## config.mk

```make
export PLATFORM = sky130hd
export DESIGN_NAME = udp_port_binding_table_core
export DESIGN_NICKNAME = d
export VERILOG_FILES = /design/src/rtl/core/upbt_pkg.sv /design/src/rtl/core/upbt_datapath.sv /design/src/rtl/core/upbt_ctrl.sv /design/src/rtl/core/udp_port_binding_table_core.sv
export SDC_FILE = /design/constraint.sdc
export NUM_CORES = 1
export LEC_CHECK = 0
export ABC_AREA = 1
export BUFFER_PORTS_ARGS = -buffer_cell sky130_fd_sc_hd__buf_2
export CORE_MARGIN = 5
export CORE_UTILIZATION = 60
export CTS_BUF_LIST = sky130_fd_sc_hd__clkbuf_8
export DETAILED_ROUTE_END_ITERATION = 12
export HOLD_SLACK_MARGIN = 0.12
export PLACE_DENSITY = 0.77
export SLEW_MARGIN = 20
export SYNTH_ARGS = -nofsm -noshare
export SYNTH_HDL_FRONTEND = slang
export SYNTH_SLANG_ARGS = --single-unit
```

## constraint.sdc

```tcl
create_clock -name clk -period 4.1 [get_ports clk]
set_clock_uncertainty 0.05 [all_clocks]
set_input_delay 0.82 -clock clk [delete_from_list [all_inputs] [get_ports clk]]
set_output_delay 0.82 -clock clk [all_outputs]
set_load 0.05 [all_outputs]
```

## src/rtl/core/upbt_pkg.sv

```systemverilog
package upbt_pkg;

  // request kinds
  localparam logic [1:0] REQ_OPEN  = 2'd0;
  localparam logic [1:0] REQ_CLOSE = 2'd1;
  localparam logic [1:0] REQ_FIND  = 2'd2;
  localparam logic [1:0] REQ_BIND  = 2'd3;

  // result status codes
  localparam logic [1:0] ST_OK       = 2'd0;
  localparam logic [1:0] ST_FULL     = 2'd1;
  localparam logic [1:0] ST_BOUND    = 2'd2;
  localparam logic [1:0] ST_NOTFOUND = 2'd3;

  localparam int SLOT_W = 3;
  localparam int PORT_W = 16;
  localparam int TAG_W  = 8;

  typedef struct packed {
    logic [1:0]        req_type;
    logic [SLOT_W-1:0] slot_in;
    logic [PORT_W-1:0] port_in;
    logic [TAG_W-1:0]  tag_in;
  } req_t;

  typedef struct packed {
    logic [1:0]        status;
    logic [SLOT_W-1:0] slot_out;
    logic [TAG_W-1:0]  tag_out;
  } rsp_t;

  // controller -> datapath commands
  typedef struct packed {
    logic load;  // capture the request word
    logic exec;  // search, update the table, register the result
  } cmd_t;

endpackage

```

## src/rtl/core/upbt_datapath.sv

```systemverilog
module upbt_datapath #(
  parameter int TABLE_ENTRIES = 8,
  parameter int STORE_W       = 8
) (
  input  logic              clk,
  input  logic              rst,
  input  upbt_pkg::cmd_t    cmd,
  input  upbt_pkg::req_t    req,
  output upbt_pkg::rsp_t    rsp
);

  localparam int IDX_W = (TABLE_ENTRIES > 1) ? $clog2(TABLE_ENTRIES) : 1;

  upbt_pkg::req_t req_q;

  logic [TABLE_ENTRIES-1:0] used;
  logic [upbt_pkg::PORT_W-1:0] port [TABLE_ENTRIES];
  logic [STORE_W-1:0]          tag  [TABLE_ENTRIES];

  logic [TABLE_ENTRIES-1:0] free_vec;
  logic [TABLE_ENTRIES-1:0] match_vec;
  logic [TABLE_ENTRIES-1:0] clash_vec;
  logic [IDX_W-1:0]         free_idx;
  logic [IDX_W-1:0]         match_idx;
  logic [IDX_W-1:0]         slot_idx;
  logic                     slot_ok;
  upbt_pkg::rsp_t           rsp_next;

  assign slot_idx = IDX_W'(req_q.slot_in);
  assign slot_ok  = 32'(req_q.slot_in) < 32'(TABLE_ENTRIES);

  // parallel compare of every entry
  always_comb begin
    for (int i = 0; i < TABLE_ENTRIES; i++) begin
      free_vec[i]  = ~used[i];
      match_vec[i] = used[i] && (port[i] == req_q.port_in);
      clash_vec[i] = match_vec[i] && (IDX_W'(i) != slot_idx);
    end
  end

  // lowest-index priority encoders
  always_comb begin
    free_idx  = '0;
    match_idx = '0;
    for (int i = TABLE_ENTRIES - 1; i >= 0; i--) begin
      if (free_vec[i]) begin
        free_idx = IDX_W'(i);
      end
      if (match_vec[i]) begin
        match_idx = IDX_W'(i);
      end
    end
  end

  always_comb begin
    rsp_next = '0;
    case (req_q.req_type)
      upbt_pkg::REQ_OPEN: begin
        if (|free_vec) begin
          rsp_next.slot_out = upbt_pkg::SLOT_W'(free_idx);
        end else begin
          rsp_next.status = upbt_pkg::ST_FULL;
        end
      end
      upbt_pkg::REQ_CLOSE: begin
        if (!slot_ok) begin
          rsp_next.status = upbt_pkg::ST_NOTFOUND;
        end
      end
      upbt_pkg::REQ_FIND: begin
        if (|match_vec) begin
          rsp_next.slot_out = upbt_pkg::SLOT_W'(match_idx);
          rsp_next.tag_out  = upbt_pkg::TAG_W'(tag[match_idx]);
        end else begin
          rsp_next.status = upbt_pkg::ST_NOTFOUND;
        end
      end
      upbt_pkg::REQ_BIND: begin
        if (!slot_ok) begin
          rsp_next.status = upbt_pkg::ST_NOTFOUND;
        end else if (|clash_vec) begin
          rsp_next.status = upbt_pkg::ST_BOUND;
        end
      end
      default: rsp_next = '0;
    endcase
  end

  always_ff @(posedge clk) begin
    if (cmd.load) begin
      req_q <= req;
    end
    if (cmd.exec) begin
      rsp <= rsp_next;
    end
  end

  // port and tag are only read for used entries, so they need no reset
  always_ff @(posedge clk) begin
    if (cmd.exec) begin
      case (req_q.req_type)
        upbt_pkg::REQ_OPEN: begin
          if (|free_vec) begin
            port[free_idx] <= '0;
            tag[free_idx]  <= STORE_W'(req_q.tag_in);
          end
        end
        upbt_pkg::REQ_BIND: begin
          if (slot_ok && !(|clash_vec)) begin
            port[slot_idx] <= req_q.port_in;
          end
        end
        default: ;
      endcase
    end
  end

  always_ff @(posedge clk) begin
    if (rst) begin
      used <= '0;
    end else if (cmd.exec) begin
      case (req_q.req_type)
        upbt_pkg::REQ_OPEN: begin
          if (|free_vec) begin
            used[free_idx] <= 1'b1;
          end
        end
        upbt_pkg::REQ_CLOSE: begin
          if (slot_ok) begin
            used[slot_idx] <= 1'b0;
          end
        end
        default: ;
      endcase
    end
  end

endmodule

```

## src/rtl/core/upbt_ctrl.sv

```systemverilog
module upbt_ctrl (
  input  logic           clk,
  input  logic           rst,
  input  logic           start,
  output logic           busy,
  output logic           done,
  output upbt_pkg::cmd_t cmd
);

  typedef enum logic [1:0] {
    S_IDLE = 2'b01,
    S_EXEC = 2'b10
  } state_t;

  state_t state;
  state_t state_next;

  assign busy     = (state == S_EXEC);
  assign cmd.load = start && (state == S_IDLE);
  assign cmd.exec = (state == S_EXEC);

  always_comb begin
    state_next = state;
    case (state)
      S_IDLE: begin
        if (start) begin
          state_next = S_EXEC;
        end
      end
      S_EXEC:  state_next = S_IDLE;
      default: state_next = S_IDLE;
    endcase
  end

  always_ff @(posedge clk) begin
    if (rst) begin
      state <= S_IDLE;
      done  <= 1'b0;
    end else begin
      state <= state_next;
      done  <= cmd.exec;
    end
  end

  a_load_to_exec: assert property (@(posedge clk) disable iff (rst)
    cmd.load |=> cmd.exec)
    else $error("accepted word not executed next cycle");

  a_exec_to_done: assert property (@(posedge clk) disable iff (rst)
    cmd.exec |=> done && !busy)
    else $error("execute cycle not followed by result strobe");

  a_done_origin: assert property (@(posedge clk) disable iff (rst)
    done |-> $past(cmd.exec))
    else $error("result strobe without an execute cycle");

  a_exec_single: assert property (@(posedge clk) disable iff (rst)
    cmd.exec |=> !cmd.exec)
    else $error("execute lasted more than one cycle");

endmodule

```

## src/rtl/core/udp_port_binding_table_core.sv

```systemverilog
// A word accepted at a rising edge (start high, busy low) is captured in the request
//   register; the execute state then registers its result on rsp with done high.
// A new word is not taken while busy; busy is high only for the execute cycle, and a
//   new word may be accepted in the same cycle its predecessor's result is strobed.
// The receiver cannot stall: done is a one-cycle strobe. Synchronous reset (rst) frees
//   every entry and clears the controller; no clearing pass is needed.
module udp_port_binding_table_core #(
  parameter int TABLE_ENTRIES = 8,
  parameter int TAG_BITS      = 8
) (
  input  logic           clk,
  input  logic           rst,
  // request side
  input  logic           start,
  output logic           busy,
  input  upbt_pkg::req_t req,
  // result side
  output logic           done,
  output upbt_pkg::rsp_t rsp
);

  // tag_in is 8 bits wide, so at most 8 tag bits are ever stored
  localparam int STORE_W = (TAG_BITS < upbt_pkg::TAG_W) ? TAG_BITS : upbt_pkg::TAG_W;

  upbt_pkg::cmd_t cmd;

  // Controller: idle -> execute -> idle; strobes done after each execute cycle.
  upbt_ctrl u_ctrl (
    .clk   (clk),
    .rst   (rst),
    .start (start),
    .busy  (busy),
    .done  (done),
    .cmd   (cmd)
  );

  // Datapath: request register, entry table, parallel port compare with
  // lowest-index priority encoders, and the result register.
  upbt_datapath #(
    .TABLE_ENTRIES (TABLE_ENTRIES),
    .STORE_W       (STORE_W)
  ) u_datapath (
    .clk (clk),
    .rst (rst),
    .cmd (cmd),
    .req (req),
    .rsp (rsp)
  );

endmodule

```

==> results_dict.tcl <==
set metrics [dict create \
    outcome "completed" \
    synth_seq_cells 245 \
    leakagePower_nw 4.92 \
    cp.required_ns 4.28 \
    core_area_mm2 0.0180 \
    worstSetupPathType "register to register" \
    routed_wl_mm 27.7 \
    hold_violations 0 \
    ys_top_cells_by_count "nand2_1, edfxtp_1, nor2_1" \
    hold_slack_ns 0.404 \
    gp_congestion 0.971 \
    fin_cells 1363 \
    cts_sinks 245 \
    drive_above_1_share 0.134 \
    syn_to_final_growth_pct 10.7 \
    finalMaxSlewViolations 0 \
    async_flop_share 0 \
    peakVddDrop_v 0.000266 \
    cts_htree_levels 2 \
    ys.flop_type "edfxtp_1" \
    synth_seq_area_share 0.660 \
    min_period_ns 3.50 \
    hp-class "primary input to register" \
    hold_buffers 0 \
    synth_fp_nets 1059 \
    setup_violations 0 \
    num_io_pins 47 \
    r2r_slack_ns 0.60 \
    synth_area_mm2 0.0110 \
    avgSynthCellArea_um2 10.7 \
    grt_antenna_before_repair 0 \
    via_per_inst 5.75 \
    clk_pin_slew_ns 0.06 \
    portBuffers 46 \
    maxCapViolations 0 \
    overflow 0 \
    post-cts-setup-buffers 0 \
    ant_nets 0 \
    dp.cells 1292 \
    dpl.hpwl_mm 19.3 \
    period_share 0.855 \
    nNetsFinal 1138 \
    num_vias 7835 \
    final_util 0.677 \
    initial_utilization 0.611 \
    cts_tree "built" \
    clock_path_buffers 3 \
    power_density_mw_per_mm2 404 \
    start_kind "register" \
    worst_slack_ns 0.596 \
    grt_pass1_vias 7363 \
    ys_types 40 \
    drtIter0Drc 1169 \
    place_ws_ns 0.740 \
    dieArea_mm2 0.0211 \
    synth.top_cell.area_share 0.640 \
    wl_per_cell_um 20.3 \
    grt_max_degree 31 \
    rsz0062_at_grt "no" \
    cp-end-kind "register" \
    tns_ns 0 \
    numCtsBuffers 41 \
    synth-edff-count 234 \
    grt_pass1_wl_mm 42.1 \
    core.rowCount 49 \
    synth_most_common_cell "nand2_1" \
    antennaDiodeCount 0 \
    worstMarginPinSlew_ns 1.00 \
    first_pass_iters 6 \
    drc_errors 0 \
    grt_use_total 0.259 \
    cts_resized 0 \
    die_w_um 145 \
    synthTopCellsByArea "edfxtp_1, nand2_1, nor2_1" \
    die_h_um 145 \
    clk_latency_ns 0.55 \
    cp.arrival_ns 3.69 \
    slew_headroom 0.329 \
    cp_max_fo 14 \
    yosys_warnings 0 \
    ctsRootBufferMaster "clkbuf_8" \
    yosys.area.top_type "edfxtp_1" \
    synthCells 1027 \
    max_freq_ghz 0.285 \
]
==> routing by layer <==
metal	vias up	track usage	wire, um
met1	3644	0.386	11500
met2	504	0.376	12000
met3	64	0.0695	3500
met4	2	0.0788	643
met5	-	0.0227	59
li1	3621	-	-
==> cell type report <==
class | count | area [um^2]
Clock buffer | 42 | 578
Sequential cell | 245 | 7250
Fill cell | 1362 | 5810
Multi-Input combinational cell | 631 | 3040
Clock inverter | 29 | 144
Tap cell | 229 | 287
Inverter | 123 | 464
Timing Repair Buffer | 64 | 390
==> logic make-up after synthesis <==
logic type      share of synthesized area
flops                               0.660
buf+inv                            0.0630
xor+xnor                           0.0231
simple gates                        0.205
compound gates                     0.0486
==> path summary, 6_finish.rpt <==
| path | from | end | cells after the start |
|---|---|---|---|
| setup / recovery | u_datapath.req_q[22] | u_datapath.port[6][14] | 16 |
| hold / removal | req[18] | u_datapath.req_q[18] | 1 |
| setup reg to reg | u_datapath.req_q[22] | u_datapath.port[6][14] | 16 |
| hold reg to reg | u_datapath.used[0] | u_datapath.used[0] | 2 |
==> sequential cells by signal, indices dropped and copies added, names as in the netlist <==
register and count:
u_ctrl.done 1, u_datapath.req_q 26, u_datapath.port 128, u_datapath.used 8
u_datapath.slot_idx 3, u_ctrl.state 2, u_datapath.rsp 13, u_datapath.tag 64
==> per-stage QoR <==
stage | power [mW] | area, um^2
2_1_floorplan | 2.94 | 11000
3_3_place_gp | 3.01 | 11400
3_5_place_dp | 3.01 | 11400
4_1_cts | 4.93 | 12200
5_1_grt | 5.08 | 12200
6_report | 4.91 | 12200
==> where the power goes <==
part	total [mW]	internal, mW	switching [mW]	leakage (nW)
logic	0.173	0.0524	0.121	2.10
registers	2.79	2.75	0.0403	2.41
clock network	1.95	1.01	0.940	0.411
total	4.91	3.81	1.10	4.92
==> worst max-delay path: stages, from the launching register on <==
cell	delay, ns
edfxtp_1	0.60
inv_1	0.12
o21ai_0	0.46
nor2_1	0.10
nand4_1	0.12
nor2_1	0.07
nand4_1	0.09
o21ai_0	0.08
nor2_1	0.25
nand3_1	0.17
buf_4	0.21
nand2_1	0.07
nand2_1	0.09
inv_1	0.08
nand2_1	0.07
nor2_1	0.36
buf_12	0.23
==> placed cells by master, fill, tap and decap left out, types with 16 or more instances in the layout <==
| cell type | Yosys | layout |
|---|---|---|
| nand2_1 | 247 | 247 |
| edfxtp_1 | 234 | 234 |
| nor2_1 | 145 | 144 |
| inv_1 | 110 | 121 |
| nand3_1 | 50 | 50 |
| buf_2 | 7 | 46 |
| clkbuf_8 | 0 | 42 |
| o21ai_0 | 37 | 37 |
| xor2_1 | 22 | 22 |
| o22ai_1 | 19 | 19 |
| buf_4 | 6 | 16 |
Note: power is estimated with default switching activity, not from simulation.
